`config.mk`:
```
export PLATFORM = sky130hd
export DESIGN_NAME = igda_lane
export DESIGN_NICKNAME = d
export VERILOG_FILES = /design/src/design/assert_macros.svh /design/src/design/igda_pkg.sv /design/src/design/igda_lane.sv
export SDC_FILE = /design/constraint.sdc
export NUM_CORES = 1
export LEC_CHECK = 0
export BUFFER_PORTS_ARGS = -buffer_cell sky130_fd_sc_hd__buf_2
export CORE_ASPECT_RATIO = 0.6
export CORE_UTILIZATION = 35
export CTS_CLUSTER_SIZE = 20
export DETAILED_ROUTE_END_ITERATION = 6
export SLEW_MARGIN = 20
export SYNTH_ARGS = -nofsm -noshare
export SYNTH_HDL_FRONTEND = slang
export SYNTH_SLANG_ARGS = --single-unit
export TNS_END_PERCENT = 20
```
`constraint.sdc`:
```
create_clock -name clk -period 3.3 [get_ports clk]
set_input_delay 0.66 -clock clk [delete_from_list [all_inputs] [get_ports clk]]
set_output_delay 0.66 -clock clk [all_outputs]
set_load 0.01 [all_outputs]
```
`src/design/assert_macros.svh`:
```
// assertion macros shared by the group dot accumulator rtl
// expects clk and rst_n in the scope of each use
`ifndef ASSERT_MACROS_SVH
`define ASSERT_MACROS_SVH

// same-cycle implication, disabled during reset
`define ASSERT_IMPLIES(label, ante, cons, msg) \
    label: assert property (@(posedge clk) disable iff (!rst_n) (ante) |-> (cons)) \
        else $error(msg);

// next-cycle implication, disabled during reset
`define ASSERT_NEXT(label, ante, cons, msg) \
    label: assert property (@(posedge clk) disable iff (!rst_n) (ante) |=> (cons)) \
        else $error(msg);

`endif

```
`src/design/igda_pkg.sv`:
```
`timescale 1ns / 1ps
// types and constants of the int4 x int8 group dot accumulator
// no dependencies; used by igda_lane, igda_fpu and the top level
package igda_pkg;

    // tile geometry
    localparam int COLS         = 8;
    localparam int NIB_PER_LANE = 4;
    localparam int CNT_W        = 3;
    localparam int COL_W        = 3;
    localparam logic [CNT_W-1:0] LAST_CHUNK = 3'd7;
    localparam logic [3:0] COLS_MAX = 4'd8;

    // fp32 codes
    localparam logic [31:0] FP_POS_ZERO = 32'h0000_0000;
    localparam logic [31:0] FP_NEG_ZERO = 32'h8000_0000;
    localparam logic [31:0] FP_QNAN     = 32'h7FC0_0000;

    // fused multiply-add unit datapath sizes
    localparam int ALIGN_W = 76;
    localparam int EXP_W   = 12;

    typedef struct packed {
        logic        start;
        logic        int_mode;
        logic [31:0] a;
        logic [31:0] b;
        logic [31:0] c;
        logic [31:0] ival;
    } fpu_req_t;

    typedef struct packed {
        logic        done;
        logic        busy;
        logic [31:0] result;
    } fpu_rsp_t;

endpackage

```
`src/design/igda_lane.sv`:
```
`timescale 1ns / 1ps
// one column lane: four nibble x byte products added into a wrapping int32 dot sum
// depends on igda_pkg
module igda_lane (
    input  logic        clk,
    input  logic        rst_n,
    input  logic        load,
    input  logic        first,
    input  logic [31:0] seed,
    input  logic [31:0] act_word,
    input  logic [15:0] nibbles,
    output logic [31:0] dot
);
    import igda_pkg::*;

    logic [31:0]        dot_reg;
    logic [31:0]        dot_next;
    logic signed [14:0] term_sum;

    // sum of the four products of this chunk
    always_comb
    begin
        logic signed [4:0]  nib_s;
        logic signed [7:0]  act_s;
        logic signed [12:0] prod;
        term_sum = '0;
        for (int t = 0; t < NIB_PER_LANE; t++)
        begin
            nib_s    = $signed({1'b0, nibbles[4*t +: 4]});
            act_s    = $signed(act_word[8*t +: 8]);
            prod     = 13'(nib_s * act_s);
            term_sum = term_sum + 15'(prod);
        end
    end

    // seed on the group's first chunk, then accumulate modulo 2^32
    always_comb
    begin
        dot_next = dot_reg;
        if (load)
        begin
            dot_next = (first ? seed : dot_reg) + 32'(term_sum);
        end
    end

    always_ff @(posedge clk or negedge rst_n)
    begin
        if (!rst_n)
        begin
            dot_reg <= '0;
        end
        else
        begin
            dot_reg <= dot_next;
        end
    end

    assign dot = dot_reg;

endmodule

```
== After elaboration in Yosys (flattened, before gate mapping) ==
Cells that the tools add are included.
Operators by class
  $mul: 4
  multiplexer cells: 1
  add/subtract/negate cells: 4
Operators by type and width (number)
  multiplier 5 x 8 -> 13 bit: 4
  adder 32 bit: 1
  two-way mux 32 bit: 1
  adder 14 x 13 -> 15 bit: 1
  adder 15 x 13 -> 15 bit: 1
  adder 13 x 13 -> 14 bit: 1
Word-level totals
  register bits after elaboration: 32
  logic and storage cells: 10
  input port bits: 84

== Depth between registers and ports, before layout ==
Gate-level depths: netlist (run 1).
  depth after elaboration: 5
  gate-level depth with buffers: 38
  mapped depth without buffers: 37

== Least setup slack after synthesis (run 1) ==
Ideal clock, no wire load.
  path kind: input -> register
  start point: input nibbles[11]
  end point: register dot_reg[29], in the netlist dot[29]
  arrival time: 8.525 ns
  setup time: 0.140 ns
  setup slack: -5.365 ns
  required time: 3.160 ns
  stages on the path: 31
  cell sequence: clkbuf_1 and2_1 fa_1 inv_1 fa_1 inv_1 fa_1 fa_1 fa_1 fa_1 inv_1 fa_1 inv_1 ha_1 a211o_1 a211oi_1 a21oi_4 xor2_4 inv_2 clkbuf_1 ha_1 clkbuf_1 a21o_1 a21o_1 a21o_1 o31ai_1 nand2_1 a31oi_1 o211a_1 mux2i_1 o221ai_1
On the way
  cells in the longest elaborated chain, start to end: 4
Ends and longest elaborated chain
  from (decl): RTL line igda_lane.sv:11  | input logic [15:0] nibbles,
  multiplier 5 x 8 -> 13 bit: RTL line igda_lane.sv:31  | prod = 13'(nib_s * act_s);
  adder 14 x 13 -> 15 bit: RTL line igda_lane.sv:32  | term_sum = term_sum + 15'(prod);
  adder 15 x 13 -> 15 bit: RTL line igda_lane.sv:32
  adder 32 bit: RTL line igda_lane.sv:42  | dot_next = (first ? seed : dot_reg) + 32'(term_sum);
  to (signal assigned): RTL line igda_lane.sv:54  | dot_reg <= dot_next;
  to (decl): RTL line igda_lane.sv:16  | logic [31:0] dot_reg;
No other way between the ends.
A chain may end at the register's enable or synchronous reset.

== Final worst setup path (run 1) ==
  start point: input nibbles[14]
  end point: register dot_reg[27], in the netlist dot[27]
On the way
  cells in the longest elaborated chain, start to end: 3
Ends and longest elaborated chain (RTL line)
  multiplier 5 x 8 -> 13 bit: igda_lane.sv:31
  adder 15 x 13 -> 15 bit: igda_lane.sv:32
  adder 32 bit: igda_lane.sv:42
No other way between the ends.

==> results of run 1 <==
[cells in the mapped netlist (5+ instances only)]
master and number:
fa_1 137, mux2_2 36, nand2_1 75, xor2_1 12
nor2b_1 8, nor2_1 45, inv_1 208, o21ai_0 23
xnor2_1 28, nand2b_1 8, nand3_1 11, a21oi_1 47
ha_1 98, and3_1 5, clkbuf_1 13, o21a_1 6
dfrtp_1 32, nor3_1 7, and2_1 87, a211oi_1 5
mux2i_1 15, a21o_1 14, a31oi_1 5
[repair_timing]
action,4_1_cts,5_1_grt
setup buffers,19,15
setup endpoints to repair,31,31
pin swaps,63,55
hold endpoints to repair,0,0
gates resized for setup,81,67
[routing by layer]
layer  global-route usage  vias up
met5                    0        -
met4               0.0193        4
met3               0.0301       17
met2                0.280      173
met1                0.351     3717
li1                     -     3748
[layout make-up]
type | count | area [um^2]
Tap cell | 322 | 403
Fill cell | 2344 | 12200
Clock buffer | 7 | 153
Inverter | 209 | 787
Timing Repair Buffer | 324 | 2270
Sequential cell | 32 | 801
Antenna cell | 1 | 2.50
Multi-Input combinational cell | 726 | 7780
[cell families after synthesis]
| kind of cell | synth area share |
|---|---|
| AO/OA/AOI/OAI | 0.0980 |
| multiplexers | 0.0631 |
| adder cells (fa/ha/maj) | 0.451 |
| buffers and inverters | 0.0960 |
| flip-flops | 0.0910 |
| AND/OR/NAND/NOR | 0.151 |
| XOR/XNOR | 0.0500 |
[through the flow]
stage / hold slack [ns] / cell area (um^2) / setup WS (ns)
after detailed placement: 0.514 / 11100 / -5.37
after global placement: 0.485 / 11100 / -5.29
final: 0.478 / 12200 / -4.93
after global routing: 0.544 / 12200 / -5.25
after floorplan: 0.364 / 8880 / -4.86
after CTS: 0.510 / 11800 / -4.99
[how the worst min path moves through the flow]
stage,to,slack (ns),from
after global placement,dot[22]$_DFFE_PN0P_,0.48,dot[22]$_DFFE_PN0P_
final,dot[23]$_DFFE_PN0P_,0.48,rst_n
after global routing,dot[13]$_DFFE_PN0P_,0.54,dot[13]$_DFFE_PN0P_
after CTS,dot[23]$_DFFE_PN0P_,0.51,rst_n
after floorplan,dot[0]$_DFFE_PN0P_,0.36,rst_n
after detailed placement,dot[13]$_DFFE_PN0P_,0.51,dot[13]$_DFFE_PN0P_
[critical path: cells and delay by family]
| kind | cells | cell delay, ns |
|---|---|---|
| AOI/OAI and AO/OA | 13 | 1.86 |
| and+or+nand+nor | 5 | 1.23 |
| buffers and inverters | 5 | 0.28 |
| adders and majority gates | 9 | 4.20 |
| xor gates and xnor gates | 1 | 0.18 |
[cell usage in the layout (no fill, tap or decap), types with 14 or more instances in the layout]
cell type | Yosys | final
dfrtp_1 | 32 | 32
mux2i_1 | 15 | 14
buf_2 | 0 | 110
nand2_1 | 75 | 66
ha_1 | 98 | 83
and2_1 | 87 | 82
buf_4 | 0 | 195
a21oi_1 | 47 | 32
fa_1 | 137 | 135
a21o_1 | 14 | 14
xnor2_1 | 28 | 27
mux2_2 | 36 | 35
nor2_1 | 45 | 40
inv_1 | 208 | 202
==> flow_summary_export.csv, run 1 <==
group,metric,value,unit
timing,clock.fmax,122,MHz
synth,synth_top_area_frac,0.312,
grt,grt_max_degree,42,
detailed_routing,met3_length,1.34,mm
timing,worst_slew_margin_rel,0.446,
setup_path,reg2reg_setup_slack,-0.10,ns
floorplanning,coreArea,0.0244,mm^2
detailed_routing,wl_met1,14.1,mm
cts,cts_tree,"done",
detailed_routing,drc_errors,8,
detailed_routing,drt_iter0_drc,432,
cells_and_area,syn_to_final_growth,38.6,%
setup_path,timing.rr.start,"dot[6]$_DFFE_PN0P_",
synth,synth_area_leaders,"fa_1 31%, ha_1 14%, dfrtp_1 9.1%, inv_1 8.9%, and2_1 6.2%",
synth,synth.distinct_cells,54,
detailed_routing,met2_length,9.83,mm
timing,final.min_clock_period,8.23,ns
setup_path,worstRegToRegCells,14,
grt,grt_use_total,0.208,
synth,syn_avg_cell_area,8.95,um^2
detailed_routing,routedWlPerCell,15.7,um
cts,cts_buffers,5,
synth,synth_edf_count,0,
timing,rsz0062_at_grt,"yes",
synth,ys_warn_count,0,
grt,grt_pass1_vias,7901,
cts,clk_latency,0.29,ns
timing,finalSetupTns,-125.75,ns
grt,grt_pass1_wl,42.1,mm
detailed_routing,drt-total-wl,25.5,mm
setup_path,cpMaxStageDelayCell,"fa_1",
setup_path,critPathKind,"in2reg",
timing,final_max_slew_viol_count,0,
setup_path,crit_start,"nibbles[14]",
floorplanning,pin_count,116,
floorplanning,die_area,0.0258,mm^2
place,place_congestion,0.943,
grt,antenna_found_initial,3,
cells_and_area,layout.cells.non_filler,1621,
detailed_routing,first_pass_iters,7,
synth,syn-num-nets,1302,
floorplanning,rows,44,
synth,ys_seq_elements,32,
setup_path,critPathMaxStageDelay,0.54,ns
timing,tightest_slew,0.832,ns
synth,post_synth_inst_count,983,
outcome,violations,"design-rule violations, negative setup slack",
setup_path,crit_top_cell,"fa_1",
detailed_routing,antenna_left,0,
place,dp.cells,1580,
floorplanning,start_util,0.360,
cells_and_area,final_nets,1617,
setup_path,worst-endpoint-arrival,8.40,ns
setup_path,critPathCaptureType,"flip-flop",
cells_and_area,drive_above_1_share,0.363,
setup_path,r2r_end,"dot[31]$_DFFE_PN0P_",
job,maxCapViolations,0,
cts,ctsLongestPathBuffers,2,
cts,htreeDepth,2,
detailed_routing,vias_per_cell,4.72,
worst_hold_path,min_path_type,"in2async",
cells_and_area,largest_reg_flops,32,
cts,holdBufCountCts,0,
detailed_routing,vias,7659,
timing,fin_worst_skew,0.0117,ns
synth,synth.cell_area,0.00880,mm^2
place,io_buffers,115,
setup_path,critPathMaxFanout,4,
grt,overflow,0,
floorplanning,dieWidth,207,um
floorplanning,fp.dieH,125,um
detailed_routing,highest_layer,"met5",
place,dp_hpwl,21.7,mm
synth,yosysTopAreaCell,"fa_1",
cts,root_buffer,"clkbuf_16",
setup_path,worstPathRequired,3.47,ns
setup_path,cp-endpoint,"dot[27]$_DFFE_PN0P_",
cells_and_area,fin_util,0.499,
setup_path,cp-start-kind,"input port",
cts,clk_pin_slew,0.06,ns
timing,finalCritPeriodShare,2.49,
synth,synth-seq-area-share,0.0910,
timing,worst_slack,-4.93,ns
synth,async_reset_ff_frac,1.00,
outcome,status,"finished with violations",
cts,cts_sinks,32,
timing,hold_viol,0,
synth,synth_top_flop_cell,"dfrtp_1",
timing,setup_violations,31,
Power of run 1 is not shown: default switching activity piles up to over one toggle a cycle in this logic, so the estimate is an artifact.
==> run 2: changes to the inputs <==
--- a/config.mk
+++ b/config.mk
@@ -7,6 +7,7 @@
 export LEC_CHECK = 0
 export BUFFER_PORTS_ARGS = -buffer_cell sky130_fd_sc_hd__buf_2
 export CORE_ASPECT_RATIO = 0.6
+export CORE_MARGIN = 4
 export CORE_UTILIZATION = 35
 export CTS_CLUSTER_SIZE = 20
 export DETAILED_ROUTE_END_ITERATION = 6
==> run 2 against run 1 <==
The flow finishes with violations (negative setup slack). Worst hold slack better by 0.022 ns. Non-clock buffer count is 8 lower. Sequential cell count stayed put. Sequential share of layout area is 0.063 points higher. Final cell count fell by 0.37%. Register-to-register slack better by 0.04 ns. First-iteration DRC count fell by 9.5%. Core utilization down 0.47 points. Clock skew is 0.0052 ns lower. Worst setup slack got worse by 0.027 ns. Global-route usage shrank 2.2 points. Via count up 0.44%. Critical path type unchanged. Critical endpoint is now dot[31]$_DFFE_PN0P_. Highest routed layer unchanged.
==> flow_summary_export.csv, run 2 (synthesis gave the netlist of run 1 again) <==
group,metric,value,unit
setup_path,worstPathRequired,3.52,ns
cts,cts_tree,"done",
place,io_buffers,115,
timing,finalSetupTns,-125.60,ns
grt,grt_use_total,0.186,
place,dp_hpwl,21.4,mm
setup_path,crit_top_cell,"fa_1",
place,place_area,0.0111,mm^2
detailed_routing,first_pass_iters,5,
detailed_routing,drt_iter0_drc,391,
timing,tightest_slew,0.873,ns
floorplanning,rows,44,
timing,setup_violations,31,
timing,clock.fmax,121,MHz
floorplanning,die_area,0.0278,mm^2
cells_and_area,multi_input_area,0.00775,mm^2
setup_path,critPathMaxStageDelay,0.55,ns
timing,fin_worst_skew,0.00655,ns
cts,cts_sinks,32,
cells_and_area,final_common_cell,"inv_1",
grt,overflow,0,
cts,ctsLongestPathBuffers,2,
outcome,violations,"negative setup slack",
outcome,status,"finished with violations",
cells_and_area,final_cell_mix,"201 x inv_1, 187 x buf_4, 133 x fa_1, 109 x buf_2, 83 x ha_1",
detailed_routing,antenna_left,0,
cells_and_area,largest_reg_flops,32,
timing,final_max_slew_viol_count,0,
detailed_routing,drc_errors,0,
timing,hold_viol,0,
grt,grt_pass1_wl,41.0,mm
floorplanning,fp.dieH,131,um
timing,worst_slew_margin_rel,0.418,
setup_path,cp-start-kind,"input port",
place,dp_slack,-5.38,ns
worst_hold_path,min_path_type,"in2async",
grt,grt_max_degree,33,
detailed_routing,drt-total-wl,25.7,mm
cts,cts_buffers,5,
place,place_congestion,0.935,
detailed_routing,vias,7693,
cells_and_area,n_fill_cell,2355,
setup_path,worst-endpoint-arrival,8.47,ns
setup_path,critPathCaptureType,"flip-flop",
cells_and_area,syn_to_final_growth,37.3,%
cells_and_area,final_area,0.0121,mm^2
cells_and_area,drive_above_1_share,0.357,
floorplanning,pin_count,116,
grt,grt_pass1_vias,7624,
timing,finalCritPeriodShare,2.50,
timing,worst_slack,-4.96,ns
setup_path,cpMaxStageDelayCell,"fa_1",
job,maxCapViolations,0,
cells_and_area,final_nets,1609,
cells_and_area,regArea,801,um^2
cts,holdBufCountCts,0,
detailed_routing,routedWlPerCell,15.9,um
cts,htreeDepth,2,
floorplanning,coreArea,0.0244,mm^2
cts,root_buffer,"clkbuf_16",
cts,clk_pin_slew,0.05,ns
grt,antenna_found_initial,1,
setup_path,critPathKind,"in2reg",
floorplanning,dieWidth,213,um
cts,clk_latency,0.28,ns
timing,fin_hold_ws,0.500,ns
timing,final.min_clock_period,8.26,ns
floorplanning,start_util,0.360,
detailed_routing,vias_per_cell,4.76,
setup_path,critPathMaxFanout,4,
timing,rsz0062_at_grt,"yes",
==> run 2: cell types whose count changed in the layout (fill, tap and decap cells not counted), sizes merged <==
cell    previous run  this run
diode              1         2
clkbuf             7         8
buf              324       316
==> run 2: final cells by class <==
class / count / share of cell area
Inverter: 209 / 0.0649
Clock buffer: 8 / 0.0121
Sequential cell: 32 / 0.0663
Timing Repair Buffer: 316 / 0.181
Antenna cell: 2 / 0.000414
Tap cell: 322 / 0.0333
Multi-Input combinational cell: 726 / 0.642
==> run 2: metrics by stage <==
step,utilization,instances
after global routing,0.494,1613
after floorplan,-,983
after detailed placement,0.453,1577
after global placement,0.453,1577
final,0.494,1615
after CTS,0.476,1602
==> run 2: final timing paths <==
kind                                startpoint                  end  slack (ns)  cells after the start
setup / recovery                   nibbles[14]  dot[31]$_DFFE_PN0P_       -4.96                     37
hold / removal                           rst_n   dot[7]$_DFFE_PN0P_        0.50                      1
setup reg to reg            dot[1]$_DFFE_PN0P_  dot[27]$_DFFE_PN0P_       -0.06                     14
hold reg to reg            dot[22]$_DFFE_PN0P_  dot[22]$_DFFE_PN0P_        0.52                      2
max in group asynchronous                rst_n  dot[15]$_DFFE_PN0P_        2.26                      1
min in group clk           dot[22]$_DFFE_PN0P_  dot[22]$_DFFE_PN0P_        0.52                      2
==> run 2: timing repair <==
item	4_1_cts	5_1_grt
endpoints found under the hold margin	0	0
gates resized for setup	68	72
pin swaps	65	72
buffers inserted	17	11
setup endpoints to repair	31	31
==> run 2: worst max-delay path, delay by kind of cell <==
| family | cells | cell delay, ns |
|---|---|---|
| AOI/OAI and AO/OA | 15 | 2.24 |
| xor gates and xnor gates | 1 | 0.17 |
| adders and majority gates | 9 | 4.13 |
| buffers and inverters | 8 | 0.69 |
| muxes | 1 | 0.21 |
| and+or+nand+nor | 3 | 0.38 |
==> run 2: metal layers <==
layer	track usage	wire length, um	part of all wire	vias up
li1	-	-	-	3737
met1	0.308	13800	0.54	3715
met2	0.258	10000	0.39	220
met3	0.0339	1640	0.064	19
met4	0.0163	185	0.0072	2
met5	0	13	0.00051	-
Power of run 2 is left out for the same reason.
==> run 3: changes to the inputs <==
--- a/config.mk
+++ b/config.mk
@@ -6,11 +6,14 @@
 export NUM_CORES = 1
 export LEC_CHECK = 0
 export BUFFER_PORTS_ARGS = -buffer_cell sky130_fd_sc_hd__buf_2
+export CELL_PAD_IN_SITES_DETAIL_PLACEMENT = 1
+export CELL_PAD_IN_SITES_GLOBAL_PLACEMENT = 1
 export CORE_ASPECT_RATIO = 0.6
-export CORE_MARGIN = 4
+export CORE_MARGIN = 2
 export CORE_UTILIZATION = 35
 export CTS_CLUSTER_SIZE = 20
 export DETAILED_ROUTE_END_ITERATION = 6
+export PLACE_DENSITY_LB_ADDON = 0.1
 export SLEW_MARGIN = 20
 export SYNTH_ARGS = -nofsm -noshare
 export SYNTH_HDL_FRONTEND = slang
==> run 3 against run 2 <==
The flow still finishes with violations (negative setup slack). Core utilization increased by 1.3 points. Largest cell class unchanged. Clock-buffer cell count decreased by 1. Design area increased by 2.6%. Critical path depth decreased by 4. Clock skew about the same.
==> flow_summary_export.csv, run 3 (synthesis gave the netlist of run 1 again) <==
group,metric,value,unit
outcome,status,"finished with violations",
outcome,violations,"negative setup slack",
timing,worst_slack,-4.98,ns
floorplanning,coreArea,0.0244,mm^2
grt,overflow,0,
place,dp_hpwl,24.7,mm
setup_path,worst-endpoint-arrival,8.53,ns
setup_path,crit_top_cell,"fa_1",
grt,grt_use_total,0.228,
floorplanning,die_area,0.0265,mm^2
cells_and_area,n_fill_cell,2864,
cts,htreeDepth,2,
place,dp.cells,1606,
cells_and_area,layout.cells.non_filler,1641,
detailed_routing,vias,7819,
setup_path,critPathCaptureType,"flip-flop",
setup_path,worstRegToRegCells,14,
floorplanning,fp.dieH,127,um
cts,cts_tree,"done",
cells_and_area,final_common_cell,"buf_4",
cells_and_area,largest_reg_flops,32,
setup_path,worstPathRequired,3.54,ns
timing,hold_viol,0,
floorplanning,rows,44,
cells_and_area,num_antenna_cells,0,
setup_path,cpMaxStageDelayCell,"fa_2",
setup_path,critPathMaxStageDelay,0.57,ns
setup_path,reg2reg_setup_slack,-0.20,ns
detailed_routing,drt-total-wl,29.1,mm
place,place_congestion,0.869,
setup_path,critPathKind,"in2reg",
cts,clk_pin_slew,0.07,ns
timing,tightest_slew,0.865,ns
timing,setup_violations,31,
setup_path,timing.rr.start,"dot[3]$_DFFE_PN0P_",
detailed_routing,vias_per_cell,4.76,
cells_and_area,syn_to_final_growth,40.9,%
timing,finalCritPeriodShare,2.51,
setup_path,r2r_end,"dot[31]$_DFFE_PN0P_",
cells_and_area,final_cell_mix,"215 x buf_4, 200 x inv_1, 127 x fa_1, 108 x buf_2, 83 x ha_1",
timing,clock.fmax,121,MHz
timing,final.min_clock_period,8.28,ns
cts,cts_buffers,5,
cells_and_area,final_area,0.0124,mm^2
cts,ctsLongestPathBuffers,2,
grt,grt_pass1_vias,8662,
grt,grt_pass1_wl,47.2,mm
cts,cts_sinks,32,
worst_hold_path,min_path_type,"in2async",
cts,clk_latency,0.30,ns
detailed_routing,first_pass_iters,5,
floorplanning,start_util,0.360,
detailed_routing,drc_errors,0,
floorplanning,pin_count,116,
timing,fin_worst_skew,0.00653,ns
detailed_routing,routedWlPerCell,17.8,um
detailed_routing,drt_iter0_drc,399,
timing,final_max_slew_viol_count,0,
place,io_buffers,115,
timing,worst_slew_margin_rel,0.423,
grt,antenna_found_initial,0,
cells_and_area,final_nets,1637,
grt,grt_max_degree,33,
setup_path,cp-start-kind,"input port",
cts,root_buffer,"clkbuf_16",
detailed_routing,antenna_left,0,
job,maxCapViolations,0,
floorplanning,dieWidth,209,um
timing,rsz0062_at_grt,"yes",
cells_and_area,drive_above_1_share,0.383,
place,place_area,0.0113,mm^2
setup_path,critPathMaxFanout,4,
==> run 3: layout make-up <==
| type | instances | area [um^2] | share of cell area |
|---|---|---|---|
| Clock buffer | 7 | 143 | 0.0115 |
| Clock inverter | 1 | 7.51 | 0.000605 |
| Inverter | 209 | 785 | 0.0633 |
| Multi-Input combinational cell | 726 | 7830 | 0.632 |
| Sequential cell | 32 | 801 | 0.0646 |
| Tap cell | 322 | 403 | 0.0325 |
| Timing Repair Buffer | 344 | 2430 | 0.196 |
==> run 3: critical path: cells and delay by family <==
kind,cells,cell delay [ns]
adders and majority gates,9,4.05
xor gates and xnor gates,1,0.19
buffers and inverters,12,1.24
and+or+nand+nor,5,0.81
AOI/OAI and AO/OA,5,1.35
muxes,1,0.22
==> run 3: what timing repair did <==
action                                  4_1_cts  5_1_grt
endpoints found under the hold margin         0        0
pin swaps                                    73       69
setup buffers                                10       17
endpoints found under the setup margin       31       31
gates resized for setup                      84       79
hold buffers                                  0        0
==> run 3: worst max path at each step <==
stage | cells after the start | start | to
5_1_grt | 38 | nibbles[10] | dot[26]$_DFFE_PN0P_
4_1_cts | 35 | nibbles[10] | dot[27]$_DFFE_PN0P_
3_5_place_dp | 37 | nibbles[10] | dot[28]$_DFFE_PN0P_
6_report | 33 | nibbles[13] | dot[31]$_DFFE_PN0P_
3_3_place_gp | 38 | nibbles[10] | dot[28]$_DFFE_PN0P_
2_1_floorplan | 31 | nibbles[11] | dot[29]$_DFFE_PN0P_
==> run 3: layer usage <==
layer  vias up  part of all wire  global-route usage
met5         -                 0                   0
met4         0            0.0025              0.0126
met3         9             0.042              0.0282
met2       135              0.39               0.313
met1      3889              0.57               0.386
li1       3786                 -                   -
==> run 3: through the flow <==
step	worst slack, ns	hold slack (ns)	setup TNS [ns]	util
6_report	-4.98	0.467	-124.82	0.507
5_1_grt	-5.34	0.531	-134.05	0.507
4_1_cts	-5.02	0.492	-124.94	0.488
3_5_place_dp	-5.57	0.491	-141.09	0.463
3_3_place_gp	-5.44	0.497	-137.90	0.463
2_1_floorplan	-4.86	0.364	-119.78	-
Power of run 3 is left out for the same reason.
